**src/design/esc_pkg.sv**
```systemverilog
// ---------------------------------------------------------------------------
// esc_pkg
// Shared types, register map and arithmetic helpers for the environmental
// sensor compensation block.
// ---------------------------------------------------------------------------
package esc_pkg;

  typedef logic signed [31:0] w32_t;

  // Register map (index = paddr[5:3])
  localparam logic [2:0] REG_TEMP    = 3'd0;
  localparam logic [2:0] REG_PRESS_A = 3'd1;
  localparam logic [2:0] REG_PRESS_B = 3'd2;
  localparam logic [2:0] REG_PRESS_C = 3'd3;
  localparam logic [2:0] REG_HUM     = 3'd4;

  localparam int ADDR_W = 6;

  // Result limits
  localparam w32_t TEMP_MIN  = -32'sd4000;
  localparam w32_t TEMP_MAX  = 32'sd8500;
  localparam logic [31:0] PRESS_MIN = 32'd30000;
  localparam logic [31:0] PRESS_MAX = 32'd110000;
  localparam w32_t HUM_Q22_MAX = 32'sd419430400;
  localparam logic [16:0] HUM_MAX = 17'd102400;

  // Work item passed from the front section to the back section
  typedef struct packed {
    logic signed [14:0] temp;
    logic [16:0]        hum;
    logic [31:0]        num;
    logic [31:0]        den;
    logic               big;
    logic               zero;
  } esc_job_t;

  // Result fields that travel beside the divider
  typedef struct packed {
    logic signed [14:0] temp;
    logic [16:0]        hum;
    logic               big;
    logic               zero;
  } esc_meta_t;

  // Signed divide by 2^k, truncating toward zero
  function automatic w32_t sdiv(input w32_t x, input int unsigned k);
    w32_t bias;
    bias = x[31] ? ((32'sd1 <<< k) - 32'sd1) : 32'sd0;
    return (x + bias) >>> k;
  endfunction

  function automatic w32_t sx16(input logic [15:0] v);
    return {{16{v[15]}}, v};
  endfunction

endpackage

```
**src/design/esc_queue.sv**
```systemverilog
// ---------------------------------------------------------------------------
// esc_queue
// Job queue between front and back with a registered head entry and credit
// tracking, so the front never overruns it.
// ---------------------------------------------------------------------------
module esc_queue #(
  parameter int DEPTH = 32
) (
  input  logic              clk,
  input  logic              rst_n,
  input  logic              reserve,
  input  logic              push,
  input  esc_pkg::esc_job_t wr_job,
  input  logic              pop,
  output logic              empty,
  output esc_pkg::esc_job_t rd_job,
  output logic              slot_free
);
  import esc_pkg::*;

  localparam int PW = $clog2(DEPTH);
  localparam int CW = $clog2(DEPTH + 1);

  esc_job_t      mem [DEPTH];
  esc_job_t      head_r;
  logic          hv_r;
  logic [PW-1:0] wp_r, rp_r;
  logic [CW-1:0] cnt_r, cred_r;
  logic          load;

  // Refill the head entry when it is free or leaving
  assign load      = (!hv_r || pop) && (cnt_r != '0);
  assign empty     = !hv_r;
  assign slot_free = (cred_r < CW'(DEPTH));
  assign rd_job    = head_r;

  // Store pushed jobs and fetch the next one into the head register
  always_ff @(posedge clk) begin
    if (push) begin
      mem[wp_r] <= wr_job;
    end
    if (load) begin
      head_r <= mem[rp_r];
    end
  end

  // Track pointers, fill, head valid and credits
  always_ff @(posedge clk) begin
    if (!rst_n) begin
      wp_r   <= '0;
      rp_r   <= '0;
      cnt_r  <= '0;
      cred_r <= '0;
      hv_r   <= 1'b0;
    end else begin
      if (push) wp_r <= (wp_r == PW'(DEPTH - 1)) ? '0 : wp_r + 1'b1;
      if (load) rp_r <= (rp_r == PW'(DEPTH - 1)) ? '0 : rp_r + 1'b1;
      cnt_r  <= cnt_r + CW'(push) - CW'(load);
      cred_r <= cred_r + CW'(reserve) - CW'(pop);
      if (load) begin
        hv_r <= 1'b1;
      end else if (pop) begin
        hv_r <= 1'b0;
      end
    end
  end
endmodule

```
**config.mk**
```make
export PLATFORM = sky130hd
export DESIGN_NAME = esc_queue
export DESIGN_NICKNAME = d
export VERILOG_FILES = /design/src/design/esc_pkg.sv /design/src/design/esc_queue.sv
export SDC_FILE = /design/constraint.sdc
export NUM_CORES = 2
export LEC_CHECK = 0
export ABC_AREA = 1
export BUFFER_PORTS_ARGS = -buffer_cell sky130_fd_sc_hd__buf_2
export CAP_MARGIN = 0
export CORE_MARGIN = 10
export CORE_UTILIZATION = 50
export CTS_CLUSTER_SIZE = 14
export DETAILED_ROUTE_END_ITERATION = 12
export PLACE_DENSITY = 0.72
export SLEW_MARGIN = 30
export SYNTH_ARGS = -nofsm -noshare
export SYNTH_HDL_FRONTEND = slang
export SYNTH_SLANG_ARGS = --single-unit
```
**constraint.sdc**
```tcl
create_clock -name clk -period 10.3 [get_ports clk]
set_input_delay 0.515 -clock clk [delete_from_list [all_inputs] [get_ports clk]]
set_output_delay 0.515 -clock clk [all_outputs]
set_load 0.01 [all_outputs]
```
### Word level (Yosys, flattened, before mapping)

Memories as Yosys holds them, arrays and structs flattened. A register that Yosys moved wholly into a read port is not among the register bits.
Index checks and enable logic that the tools add are counted.

* add/sub/neg operators: 6
* $lt $le $gt $ge: 1
* eq/ne operators: 2
* multiplexer cells: 6
* reduce and logical (&&, ||, !) cells: 5

Operators with widths (number)
* 6-bit by 1-bit adder with 6-bit output: 2
* 6-bit by 1-bit subtractor with 6-bit output: 2
* 5-bit by 1-bit adder with 5-bit output (second input constant): 2
* 5-bit == test (second input constant): 2
* 5-bit two-way mux: 2
* 6-bit less-than comparator (second input constant): 1
* 6-bit nonzero test: 1
* 1-bit two-way mux: 4
* 2-bit nonzero test: 1
* 1-bit logical AND: 1
* 1-bit logical NOT: 1
* 1-bit logical OR: 1

* register bits after elaboration: 23
* RAM bits: 3136
* bits of input ports: 103
* output and inout port bits: 100
* logic and storage cells: 26
* memories kept: 1

Memory list
* mem: depth 32, width 98, read ports 1, clocked after Yosys merged registers in 1, wr ports 1, RTL line esc_queue.sv:24 `esc_job_t mem [DEPTH];`

### Logic depth before layout (Yosys ltp)

* depth after elaboration: 4
* mapped depth: 15
* depth with buffers taken out: 15

### Worst setup path before layout

Ideal clock, no wire load.

* kind: input to register
* start: in push
* end: mem mem[15][0] in the netlist's numbering, enable pin
* library setup time: 0.556 ns
* arrival: 5.097 ns
* required time: 9.744 ns
* slack: 4.647 ns
* cell stages on the path: 3
* path buffers: 1
* cells stage by stage: clkbuf_1 > nand2_1 > nor2_1

* word-level cells in the longest chain between the ends: 2

Ends and longest elaborated chain
* start, declared: RTL line esc_queue.sv:12 `input logic push,`
* 1-bit two-way mux: RTL line esc_queue.sv:39 `if (push) begin`
* 1-bit two-way mux (implied by the code): RTL line esc_queue.sv:40 `mem[wp_r] <= wr_job;`
* end, declared: RTL line esc_queue.sv:24

No other way between the ends.

==> summary by stage <==
Placed design
Once placement completed, the tool counted placed cells totaling 13553. The HPWL after detailed placement is around 160 mm. The port buffer count is roughly 200. The last weighted congestion value of the routability-driven placer is 0.779. The post-place setup slack is 5.57 ns.

Yosys
Of the total synthesized cell area, the portion taken by AND, OR, NAND and NOR gates is around a fifth. The number of instances in the synthesized netlist is between 10000 and 15000. The synthesized design devotes to its leading area cell type 75.2% of total area.

Summing the areas of all compound-gate instances in the mapped netlist gives 0.180% of the synthesized area. The count of different cell masters after synthesis is 27. The Yosys step of the flow raised 0 warnings. After Yosys synthesis, XOR and XNOR cells account for 0.00678% of the synthesized area. The synthesized netlist devotes less than 1% of its cell area to adder and majority cells. By area the synthesized netlist is led by sky130_fd_sc_hd__edfxtp_1, sky130_fd_sc_hd__nand3_1, sky130_fd_sc_hd__nand2_1. The fraction of synthesized area in multiplexers is 0%. Summed over all instances, the cell type with the most area after synthesis is sky130_fd_sc_hd__edfxtp_1. The number of storage elements in the synthesis netlist is around 3300. Of the synthesized area, sequential elements account for 75.5%.

The combined area of all synthesized cells is approximately 130000 sq um. The net count after synthesis is about 11000. A synthesized cell averages around 12 sq um. After synthesis, the largest family of logic cells by area is simple AND/OR/NAND/NOR gates.

Worst setup path
The startpoint kind of the worst setup timing path is a register. At the worst endpoint, the required time is around 11 ns. The critical path's largest stage delay is 0.80 ns. Along the worst path, the maximum fanout reaches ~110. Walking the worst path, the cells encountered are buf_12, buf_12, buf_16, buf_16, buf_4, buf_4, nand2_1, nand3_1, nand3_1, nand3_1, nand3_1, nand2_1. The critical path endpoint category is a register.

Broken down by cell family, the worst path's largest delay share belongs to buffers and inverters. The number of buffer and inverter instances along the worst setup path is 6. The setup path with the least slack is of type register to register.

STA puts the critical path data arrival time at approximately 5.6 ns. Among all stages on the critical path, the largest delay is contributed by sky130_fd_sc_hd__buf_4. The most used cell along the critical path is sky130_fd_sc_hd__nand3_1.

Run
The max-capacitance violation count is 0.

STA
The setup clock skew after layout is roughly 0.046 ns. For the final routed database, the setup TNS stands at 0 ns. The worst pin sits at a relative slew slack of 11.8%.

In the post-route analysis, the smallest setup slack over all paths is approximately 5.5 ns. The number of setup violations in the final report is 0. The number of hold violations in the final report came to 0. For the pin with the worst max-slew slack, the measured transition is around 1.3 ns. The clock period could shrink to roughly 4.8 ns. Setup repair after global routing left no endpoint under its margin. Static timing analysis puts the maximum clock frequency at about 210 MHz. The final critical path takes up approximately 46% of the cycle.

The final max-slew violation count is 0.

Route
The via total after detailed routing is 85803. For this run, design rule violations remaining after detail routing come to 0. The first-pass iteration count of the detailed router is 7.

The first routing iteration left 13276 violations. The number of nets with antenna violations after routing is 0. In the routed layout, each cell is associated on average with a via count of around 6.1.

The aggregate routed wire length is about 370 mm. The routed wire length per instance is ~26 um.

Global routing
The global-route wire length before repair is about 530 mm. The number of global-route vias before repair came to slightly above 80000. The overall global routing resource usage is between 20% and 30%.

The number of antenna violations at the first check in global routing was 50. Entering global routing, the biggest net connects around 270 pins. The remaining global-route overflow is 0.

Floorplan
The die height is ~530 um. The number of placement rows is about 190. For this configuration, the core starts out at a cell density of 50.3%. The floorplan step set the die width to ~530 um. The die outline area is between 200000 and 300000 sq um. The number of top-level pins is just over 200. The core footprint is ~260000 sq um.

Clock tree
The tree is rooted in a sky130_fd_sc_hd__clkbuf_16. Counting every sink on the clock net gives 3257. TritonCTS built the clock tree. The number of H-tree levels is 5.

The later pin in the worst-skew pair is clocked with a latency of 0.97 ns. In this run, CTS created clock tree buffers numbering between 300 and 400. No sink is reached through more buffers than the 4 on the longest clock path. Clock-pin slew was measured on the worst setup and hold paths at 0.06 ns.

Layout
The multi-input combinational cell area is 28300 sq um. The sequential cell area in the final layout is 97600 sq um. The commonest non-fill, non-tap cell in the layout is sky130_fd_sc_hd__nand2_1.

The top cell types in the final layout, fill and taps aside, are sky130_fd_sc_hd__nand2_1, sky130_fd_sc_hd__edfxtp_1, sky130_fd_sc_hd__nand3_1. The post-synthesis to final-layout area growth is 10.8%. The number of fillers in the final layout is roughly 20000. Cells with a size suffix above 1 make up ~7.5% of the layout. The number of non-filler instances in the completed layout is 14147. The net count of the finished layout is ~11000.

Worst hold path
The type of the most critical hold path is input pin to register.

Power and ir drop
VDD sags by at most 336 uV. For this design the ratio of total power to cell area is ~250 nW/um^2. The leakage component of the power is slightly above 50 nW. The total power consumption of the routed design is around 35 mW.

Run status
The run finished with clean final reports.
-- final timing paths --
| path | slack [ns] | endpoint | start | cells after the start |
|---|---|---|---|---|
| worst min-delay path | 0.03 | mem[8][14]$_DFFE_PP_ | wr_job[14] | 1 |
| worst min register to register | 0.54 | wp_r[1]$_SDFFE_PN0P_ | wp_r[1]$_SDFFE_PN0P_ | 2 |
| worst max-delay path | 5.53 | rd_job[69]$_DFFE_PP_ | rp_r[0]$_SDFFE_PN0P_ | 12 |
| worst max register to register | 5.53 | rd_job[69]$_DFFE_PP_ | rp_r[0]$_SDFFE_PN0P_ | 12 |
-- stage by stage --
stage          util, %  cell area [sq um]  hold slack, ns
2_1_floorplan        -             129000           0.490
3_3_place_gp      51.7             133000           0.509
3_5_place_dp      51.8             133000           0.524
4_1_cts           55.6             143000         0.00183
5_1_grt           55.7             143000          0.0348
6_report          55.7             143000          0.0300
-- Yosys cell counts, drive strengths merged --
| library cell | count |
|---|---|
| nand3 | 2777 |
| inv | 122 |
| a31oi | 2 |
| fa | 2 |
| nor3 | 4 |
| xor2 | 1 |
| nor4 | 1 |
| nand2 | 3523 |
| or2 | 7 |
| nand4 | 3 |
| o31ai | 1 |
| buf | 522 |
| nand3b | 1 |
| edfxtp | 3234 |
| ha | 21 |
| nor2 | 70 |
| clkbuf | 151 |
| dfxtp | 23 |
| a21oi | 28 |
| o21ai | 13 |
| a21o | 1 |
-- layer usage --
metal / share of wire (%) / vias up / wire length, um / GRT usage [%]
li1: - / 37276 / - / -
met1: 37 / 41824 / 136000 / 34.8
met2: 47 / 5717 / 171000 / 40.4
met3: 13 / 944 / 46700 / 5.63
met4: 3.8 / 42 / 14100 / 9.20
met5: 0.067 / - / 246 / 0
-- kinds of logic (layout without fill, tap and decap cells) --
group / count (synthesis) / in the layout
AND/OR/NAND/NOR: 6386 / 6386
flip-flops: 3257 / 3257
buffers and inverters: 795 / 1022
AO/OA/AOI/OAI: 45 / 45
adder cells (fa/ha/maj): 23 / 23
XOR/XNOR: 1 / 1
other: 0 / 29
-- timing repair --
item	4_1_cts	5_1_grt
resized for setup	0	0
hold endpoints to repair	26	0
setup endpoints to repair	0	0
buffers inserted	0	0
hold buffers	6	0
-- sequential cells by signal, summed over array words and instances (netlist names) --
name / flops
mem: 3136
cnt_r: 6
rd_job: 98
rp_r: 5
cred_r: 6
wp_r: 5
hv_r: 1
-- area by class of cell --
type	count	share of cell area, %
inverter	122	0.366
antenna	29	0.0507
clock inverter	161	0.867
sequential	3257	68.1
timing repair buffer	346	1.89
multi-input combinational	6455	19.7
tap	3384	2.96
clock buffer	393	5.98
-- power by group --
| group | internal [mW] | switching (mW) | total [mW] |
|---|---|---|---|
| logic | 2.47 | 6.43 | 8.91 |
| clock network | 6.34 | 4.83 | 11.2 |
| registers | 15.1 | 0.314 | 15.4 |
-- worst reg2reg max path, cell delays in order, from the launching register on --
cell and delay, ns:
sky130_fd_sc_hd__dfxtp_4 0.63, sky130_fd_sc_hd__buf_12 0.33, sky130_fd_sc_hd__buf_12 0.31, sky130_fd_sc_hd__buf_16 0.41, sky130_fd_sc_hd__buf_16 0.39, sky130_fd_sc_hd__buf_4 0.86, sky130_fd_sc_hd__buf_4 0.89, sky130_fd_sc_hd__nand2_1 0.21
sky130_fd_sc_hd__nand3_1 0.14, sky130_fd_sc_hd__nand3_1 0.10, sky130_fd_sc_hd__nand3_1 0.10, sky130_fd_sc_hd__nand3_1 0.15, sky130_fd_sc_hd__nand2_1 0.11
Note: power is estimated with default switching activity, not from simulation.
