File: config.mk
export PLATFORM = sky130hd
export DESIGN_NAME = esc_regs
export DESIGN_NICKNAME = d
export VERILOG_FILES = /design/src/design/esc_pkg.sv /design/src/design/esc_regs.sv
export SDC_FILE = /design/constraint.sdc
export NUM_CORES = 1
export LEC_CHECK = 0
export ABC_AREA = 1
export BUFFER_PORTS_ARGS = -buffer_cell sky130_fd_sc_hd__buf_2
export CAP_MARGIN = 10
export CELL_PAD_IN_SITES_DETAIL_PLACEMENT = 0
export CELL_PAD_IN_SITES_GLOBAL_PLACEMENT = 1
export CORE_UTILIZATION = 31
export DETAILED_ROUTE_END_ITERATION = 10
export GPL_TIMING_DRIVEN = 1
export PLACE_DENSITY_LB_ADDON = 0.1
export SLEW_MARGIN = 15
export SYNTH_ARGS = -nofsm -noshare
export SYNTH_HDL_FRONTEND = slang
export SYNTH_SLANG_ARGS = --single-unit
File: constraint.sdc
create_clock -name clk -period 1.35 [get_ports clk]
set_input_delay 0.27 -clock clk [delete_from_list [all_inputs] [get_ports clk]]
set_output_delay 0.27 -clock clk [all_outputs]
set_load 0.005 [all_outputs]
File: src/design/esc_pkg.sv
// ---------------------------------------------------------------------------
// esc_pkg
// Shared types, register map and arithmetic helpers for the environmental
// sensor compensation block.
// ---------------------------------------------------------------------------
package esc_pkg;

  typedef logic signed [31:0] w32_t;

  // Register map (index = paddr[5:3])
  localparam logic [2:0] REG_TEMP    = 3'd0;
  localparam logic [2:0] REG_PRESS_A = 3'd1;
  localparam logic [2:0] REG_PRESS_B = 3'd2;
  localparam logic [2:0] REG_PRESS_C = 3'd3;
  localparam logic [2:0] REG_HUM     = 3'd4;

  localparam int ADDR_W = 6;

  // Result limits
  localparam w32_t TEMP_MIN  = -32'sd4000;
  localparam w32_t TEMP_MAX  = 32'sd8500;
  localparam logic [31:0] PRESS_MIN = 32'd30000;
  localparam logic [31:0] PRESS_MAX = 32'd110000;
  localparam w32_t HUM_Q22_MAX = 32'sd419430400;
  localparam logic [16:0] HUM_MAX = 17'd102400;

  // Work item passed from the front section to the back section
  typedef struct packed {
    logic signed [14:0] temp;
    logic [16:0]        hum;
    logic [31:0]        num;
    logic [31:0]        den;
    logic               big;
    logic               zero;
  } esc_job_t;

  // Result fields that travel beside the divider
  typedef struct packed {
    logic signed [14:0] temp;
    logic [16:0]        hum;
    logic               big;
    logic               zero;
  } esc_meta_t;

  // Signed divide by 2^k, truncating toward zero
  function automatic w32_t sdiv(input w32_t x, input int unsigned k);
    w32_t bias;
    bias = x[31] ? ((32'sd1 <<< k) - 32'sd1) : 32'sd0;
    return (x + bias) >>> k;
  endfunction

  function automatic w32_t sx16(input logic [15:0] v);
    return {{16{v[15]}}, v};
  endfunction

endpackage

File: src/design/esc_regs.sv
// ---------------------------------------------------------------------------
// esc_regs
// APB calibration register file, five coefficient words.
// ---------------------------------------------------------------------------
module esc_regs (
  input  logic                      clk,
  input  logic                      rst_n,
  input  logic                      psel,
  input  logic                      penable,
  input  logic                      pwrite,
  input  logic [esc_pkg::ADDR_W-1:0] paddr,
  input  logic [63:0]               pwdata,
  output logic [63:0]               prdata,
  output logic                      pready,
  output logic [47:0]               temp_coeffs,
  output logic [47:0]               press_a,
  output logic [47:0]               press_b,
  output logic [47:0]               press_c,
  output logic [63:0]               hum_coeffs
);
  import esc_pkg::*;

  logic [47:0] temp_r, pa_r, pb_r, pc_r;
  logic [63:0] hum_r;
  logic [2:0]  idx;
  logic        wr;

  assign idx    = paddr[5:3];
  assign wr     = psel && penable && pwrite;
  assign pready = 1'b1;

  // Write the addressed word
  always_ff @(posedge clk) begin
    if (!rst_n) begin
      temp_r <= '0;
      pa_r   <= '0;
      pb_r   <= '0;
      pc_r   <= '0;
      hum_r  <= '0;
    end else if (wr) begin
      case (idx)
        REG_TEMP:    temp_r <= pwdata[47:0];
        REG_PRESS_A: pa_r   <= pwdata[47:0];
        REG_PRESS_B: pb_r   <= pwdata[47:0];
        REG_PRESS_C: pc_r   <= pwdata[47:0];
        REG_HUM:     hum_r  <= pwdata;
        default: ;
      endcase
    end
  end

  // Read back
  always_comb begin
    case (idx)
      REG_TEMP:    prdata = {16'd0, temp_r};
      REG_PRESS_A: prdata = {16'd0, pa_r};
      REG_PRESS_B: prdata = {16'd0, pb_r};
      REG_PRESS_C: prdata = {16'd0, pc_r};
      REG_HUM:     prdata = hum_r;
      default:     prdata = '0;
    endcase
  end

  assign temp_coeffs = temp_r;
  assign press_a     = pa_r;
  assign press_b     = pb_r;
  assign press_c     = pc_r;
  assign hum_coeffs  = hum_r;
endmodule

* After elaboration in Yosys (flattened, before gate mapping)
Index checks and enable logic that the tools add are counted.
Cells by class: add/sub/neg operators 0, multiply operators 0, divide/modulo/power cells 0, order comparisons 0, equal/unequal tests 4, shift operators 0, multiplexer cells 1, bitwise gates (word level) 0, reduce and logical (&&, ||, !) cells 8
Operator list (count):
- $pmux 64 s5 | 1
- $reduce_and 2->1 | 5
- $eq 3x2->1 const B | 2
- $eq 3x1->1 const B | 1
- $eq 3x3->1 const B | 1
- $logic_not 3->1 | 1
- $logic_and 1x1->1 | 2
Storage, ports and cells: bits in registers 256, latch bits 0, bits in writable memories 0, bits in read-only memories 0, input bits 75, logic and storage cells 18, memories 0

* Longest topological paths before layout
Gate-level depths: netlist of the first run.
depth in word-level cells 3, gate-level depth with buffers 9

* Least setup slack after synthesis of the first run
OpenSTA, ideal clock, no wires.
path type input to output, start point input paddr[4] (netlist name), end point output prdata[13], data arrival time 1.197 ns, required time 1.080 ns, slack -0.117 ns, cell stages on the path 8, cells stage by stage buf_4 > nor2_2 > buf_6 > clkbuf_1 > nand3_1 > nand2_1 > nor2_1 > nand2_1
On the way: word-level cells in the longest chain between the ends 2
RTL lines:
- start, declared | RTL line esc_regs.sv:11 | input logic [esc_pkg::ADDR_W-1:0] paddr,
- $eq 3x3->1, or another cell as far along | RTL line esc_regs.sv:54 | case (idx)
- $pmux 64 s5 (*) | RTL line esc_regs.sv:54
- end, declared | RTL line esc_regs.sv:13 | output logic [63:0] prdata,
Every way passes the cells marked *; elsewhere a longest branch is shown, timed or not.

* Worst setup path after layout of the first run
start point register pc_r[17], in the netlist press_c[17], end point output prdata[17]
On the way: word-level cells in the longest chain between the ends 1
RTL lines:
- start, declared | RTL line esc_regs.sv:23 | logic [47:0] temp_r, pa_r, pb_r, pc_r;
- start signal, assigned | RTL line esc_regs.sv:45 | REG_PRESS_C: pc_r <= pwdata[47:0];
- $pmux 64 s5 | RTL line esc_regs.sv:54
No other way between the ends.

==> impl_metrics.yaml, run 1 <==
status:
  status: "complete, but fails checks"
  violations: "negative setup slack"
pwr:
  p_int_mw: 13.77
  power_frac_seq_pct: 41.6
  power_leakage_nw: 10.39
  pwr-share-comb_pct: 12.4
  power_density_mw_per_mm2: 878.7
  p_sw_mw: 4.784
  switching_share_pct: 25.78
  vdd_ir_drop_max_v: 0.0009157
  p_clk_share_pct: 46.0
worst_setup_path:
  reg2reg_depth: 4
  critPathKind: "reg2out"
  crit_path_end_kind: "output port"
  cp-start-kind: "flop"
  cp_max_fo: 3
  arrival_ns: 1.41
  critical_path_required_ns: 1.08
sta:
  fmax_mhz: 594.0
  finalMaxSlewViolations: 0
  rsz0062_at_grt: "true"
  clock_skew_ns: 0
  final.setup.worst_slack_ns: -0.3336
  min_period_ns: 1.684
  hold_viol_final: 0
  fin_setup_tns_ns: -20.68
  fin_crit_sh_pct: 124.7
  finalSetupViolations: 210
routing:
  dr_wl_met3_um: 3967
  top_layer: "met4"
  met1_length_um: 25720
  vias_per_cell: 4.773
  dr.first_iter.drc_count: 951
  first_pass_iters: 5
  ant_nets: 0
  vias: 15130
  wl_met2_um: 27190
  drc: 0
  wl_um: 58680
  post_drt_wl_per_cell_um: 18.51
hold_path:
  hold_path_depth: 5
  hp-class: "in2reg"
synth:
  synthArstFlopShare_pct: 0
  seq_area_frac_synth_pct: 40.53
  postSynth.topFlopCell: "dfxtp_1"
  synth-edff-count: 0
  synth.most_common_cell: "nor2_1"
  synth_top_area_share_pct: 40.53
  synth_commonest_cells: "603 x nor2_1, 523 x nand2_1, 282 x nand3_1, 256 x dfxtp_1, 129 x inv_1"
  synth.area.top_cells: "dfxtp_1 41%, nor2_1 18%, nand2_1 16%"
  ys_seq_elements: 256
  synth_cell_types: 20
  synth_fp_nets: 2109
  synth_top_cell_by_area: "dfxtp_1"
  syn_area_per_cell_um2: 6.217
  yosysWarnings: 0
  synthesis.instances: 2034
  syn_area_mm2: 0.01264
layout:
  nets: 2698
  multi_input_area_mm2: 0.006885
  n_fill_cell: 4036
  seq_area_mm2: 0.005497
  diodes: 0
  areaGrowthSynthToFinish_pct: 67.01
  drive_above_1_share_pct: 43.42
clock_tree:
  htree_levels: 1
  cts.sink_count: 256
  clock_latency_ns: 0.57
  cts_tree: "built"
  cts_max_path_buffers: 3
  numCtsBuffers: 31
  path_clk_slew_ns: 0.06
  clockRootBuffer: "clkbuf_16"
grt:
  grt_first_pass_wirelength_um: 85430
  grt-ovfl-total: 0
  grt_pass1_vias: 14050
  track_usage_pct: 26.67
  grt_antenna_before_repair: 0
  grt_max_degree: 49
floorplan:
  rows: 73
  io_pins: 396
  dieArea_mm2: 0.04160
  die_h_um: 204.0
  fp.coreArea_mm2: 0.04001
  die_w_um: 204.0
  start_util_pct: 31.61
placed_design:
  io_buffer_count: 391
  dp_hpwl_um: 37160
  pre_cts_ws_ns: -0.3604
  place.gp.congestion: 0.8067
job:
  maxCapViolCount: 0
-- area by class of cell --
class                   count  share of cell area [%]
clock buffers              49                   4.515
flip-flops and latches    256                   26.03
inverters                 133                   2.483
repair buffers            707                   30.86
well taps                 525                   3.111
clock inverters             7                  0.4029
multi-input cells        1494                   32.60
-- power groups by stage --
stage	combinational [mW]	clock [mW]	sequential [mW]
final	2.30	8.54	7.72
after global routing	2.48	9.02	7.72
after CTS	2.17	8.72	7.73
after detailed placement	1.85	0	7.91
after global placement	1.85	0	7.91
after floorplan	0.944	0	7.89
-- kinds of logic after synthesis --
logic type	share of synthesized area (%)
buf+inv	10.38
simple gates	49.06
other cells	0.02966
flops	40.53
-- layout by cell type (no fill, tap or decap), drive strengths merged --
cell type / Yosys / final
inv: 133 / 132
nand2: 525 / 527
bufbuf: 0 / 3
dlygate4sd3: 0 / 6
clkinv: 0 / 6
nand3: 284 / 284
buf: 108 / 692
conb: 1 / 1
clkbuf: 45 / 55
dfxtp: 256 / 256
bufinv: 0 / 2
nor2: 610 / 610
nand4: 72 / 72
-- what timing repair did --
item                                    in CTS  in global routing
endpoints found under the setup margin     267                290
gates cloned                                 7                  8
gates resized for setup                    477                293
hold buffers                                 6                  0
pin swaps                                   89                155
endpoints found under the hold margin        6                  0
buffers inserted                           112                109
-- sequential cells by signal, indices dropped and copies added (netlist names) --
name         flops
hum_coeffs      64
press_a         48
press_b         48
press_c         48
temp_coeffs     48
-- final timing paths --
kind,end,start,slack [ns]
worst max register to register,press_a[1]$_SDFFE_PN0P_,press_a[1]$_SDFFE_PN0P_,0.52
worst max-delay path,prdata[17],press_c[17]$_SDFFE_PN0P_,-0.33
worst min register to register,hum_coeffs[1]$_SDFFE_PN0P_,hum_coeffs[1]$_SDFFE_PN0P_,0.48
worst min-delay path,hum_coeffs[62]$_SDFFE_PN0P_,pwdata[62],0.02
-- per-stage QoR --
stage / power (mW) / hold WS [ns] / instances / cell area, µm² / util (%)
floorplan: 8.838 / 0.4892 / 2034 / 12730 / -
global placement: 9.759 / 0.4854 / 2925 / 16060 / 40.15
detailed placement: 9.764 / 0.4889 / 2925 / 16060 / 40.15
CTS: 18.63 / 0.0003777 / 3105 / 19700 / 49.24
global route: 19.23 / 0.03719 / 3171 / 21120 / 52.79
finish: 18.56 / 0.01981 / 3171 / 21120 / 52.79
-- metal layers --
metal	global-route usage, %	vias to the layer above
li1	-	7512
met1	35.66	7019
met2	43.43	516
met3	4.815	87
met4	8.129	0
met5	0	-
-- worst max-delay path, stage by stage (launching register included) --
cell	delay [ns]
dfxtp_4	0.35
nand4_1	0.09
nand2_1	0.07
nor2_2	0.14
nand2_1	0.07
buf_2	0.12
Power figures use the tool's default switching activity.
==> run 2, diff against run 1 <==
--- a/config.mk
+++ b/config.mk
@@ -14,6 +14,7 @@
 export DETAILED_ROUTE_END_ITERATION = 10
 export GPL_TIMING_DRIVEN = 1
 export PLACE_DENSITY_LB_ADDON = 0.1
+export SETUP_SLACK_MARGIN = 0.2
 export SLEW_MARGIN = 15
 export SYNTH_ARGS = -nofsm -noshare
 export SYNTH_HDL_FRONTEND = slang
==> run 2 against run 1 <==
  * Sequential power decreased by 0.5%
  * The flow still finishes with violations (negative setup slack)
  * Cell count decreased by 0.73%
  * Routed wire length increased by 7.9%
  * Fmax increased by 3.1%
  * Flip-flop and latch count unchanged
  * Largest power group unchanged
  * Global-route usage increased by 1.3 points
  * Total power increased by 2.4%
  * Sequential share of layout area decreased by 0.67 points
==> impl_metrics.yaml, run 2 (synthesis gave the netlist of run 1 again) <==
hold_path:
  hold_path.startpoint: "pwdata[60]"
  hold_path_depth: 5
  hp-class: "in2reg"
  hold_end: "hum_coeffs[60]$_SDFFE_PN0P_"
sta:
  fin_setup_tns_ns: -18.81
  clock_skew_ns: 0
  fmax_mhz: 612.4
  rsz0062_at_grt: "true"
  hold_viol_final: 0
  final.setup.worst_slack_ns: -0.2829
  finalMaxSlewViolations: 0
  min_period_ns: 1.633
  hold_ws_ns: 0.07111
  fin_crit_sh_pct: 121.0
  finalSetupViolations: 132
clock_tree:
  cts.sink_count: 256
  htree_levels: 2
  path_clk_slew_ns: 0.06
  numCtsBuffers: 34
  cts_max_path_buffers: 3
  clockRootBuffer: "clkbuf_16"
  clock_latency_ns: 0.52
  cts_tree: "built"
layout:
  largest_reg_flops: 64
  diodes: 0
  final_cell_mix: "510 x nor2_1, 497 x nand2_1, 275 x buf_6"
  mostFrequentLayoutCell: "nor2_1"
  nets: 2676
  drive_above_1_share_pct: 44.61
  areaGrowthSynthToFinish_pct: 74.12
  final_core_util_pct: 55.04
worst_setup_path:
  critical_path_required_ns: 1.08
  cp_max_fo: 8
  critPathKind: "in2out"
  reg2reg_depth: 5
  crit_path_end_kind: "output port"
  arrival_ns: 1.36
  r2r_start: "press_c[46]$_SDFFE_PN0P_"
  r2r_setup_slack_ns: 0.43
  regToRegEndpoint: "press_c[46]$_SDFFE_PN0P_"
  cp-start-kind: "primary input"
grt:
  grt_max_degree: 43
  grt_first_pass_wirelength_um: 88070
  grt_antenna_before_repair: 0
  track_usage_pct: 27.93
  grt-ovfl-total: 0
  grt_pass1_vias: 13870
pwr:
  power_mw: 19.00
  power_leakage_nw: 10.54
  vdd_ir_drop_max_v: 0.0006647
  power_density_mw_per_mm2: 863.1
routing:
  drc: 0
  post_drt_wl_per_cell_um: 20.11
  vias_per_cell: 4.884
  wl_um: 63300
  first_pass_iters: 5
  vias: 15380
  dr.first_iter.drc_count: 842
  ant_nets: 0
floorplan:
  rows: 73
  die_h_um: 204.0
  die_w_um: 204.0
  dieArea_mm2: 0.04160
  start_util_pct: 31.61
  io_pins: 396
  fp.coreArea_mm2: 0.04001
status:
  status: "complete, but fails checks"
  violations: "negative setup slack"
job:
  maxCapViolCount: 0
placed_design:
  place.gp.congestion: 0.8221
  dp_hpwl_um: 36420
  io_buffer_count: 391
==> run 2: cell type report <==
cell class | count | area, µm²
Fill cell | 3952 | 17990
Multi-Input combinational cell | 1492 | 7132
Timing Repair Buffer | 684 | 7054
Sequential cell | 256 | 5583
Clock buffer | 54 | 1040
Tap cell | 525 | 656.9
Inverter | 133 | 531.8
Clock inverter | 4 | 20.02
==> run 2: through the flow <==
stage | setup slack (ns) | instances | cell area (µm²)
after floorplan | 0.06751 | 2034 | 12920
after global routing | -0.3484 | 3148 | 22020
after CTS | -0.3011 | 3083 | 19990
after detailed placement | -0.3437 | 2903 | 15900
after global placement | -0.3330 | 2903 | 15900
final | -0.2829 | 3148 | 22020
==> run 2: worst max-delay path by stage <==
stage | start | to | slack (ns) | cells after the start
4_1_cts | press_b[1]$_SDFFE_PN0P_ | prdata[1] | -0.30 | 5
3_5_place_dp | paddr[3] | prdata[30] | -0.34 | 9
6_report | paddr[3] | prdata[22] | -0.28 | 10
3_3_place_gp | paddr[3] | prdata[30] | -0.33 | 9
5_1_grt | paddr[3] | prdata[22] | -0.35 | 10
2_1_floorplan | paddr[3] | prdata[30] | 0.07 | 8
==> run 2: where the power goes <==
part	switching, mW	total, mW	internal (mW)	leakage, nW
sequential	0.103	7.68	7.57	2.21
combinational	1.43	2.56	1.13	7.81
clock	3.51	8.77	5.26	0.522
total	5.05	19.0	14.0	10.5
==> run 2: per-layer routing <==
layer / vias up / wire length [µm] / GRT usage [%]
li1: 7473 / - / -
met1: 7211 / 27960 / 38.45
met2: 605 / 28900 / 44.85
met3: 87 / 4659 / 5.022
met4: 0 / 1773 / 6.983
met5: - / 0 / 0
==> run 2: what timing repair did <==
item,4_1_cts,5_1_grt
cloned,18,18
hold buffers,0,0
buffers inserted,104,47
resized for setup,545,320
setup endpoints to repair,320,438
pin swaps,74,149
==> run 2: critical path, cell delays in order <==
cell	delay, ns
buf_12	0.12
nor2_4	0.14
buf_6	0.12
buf_12	0.13
buf_12	0.16
nand3_2	0.06
nand2_1	0.07
nor2_1	0.04
nand2_1	0.10
buf_2	0.13
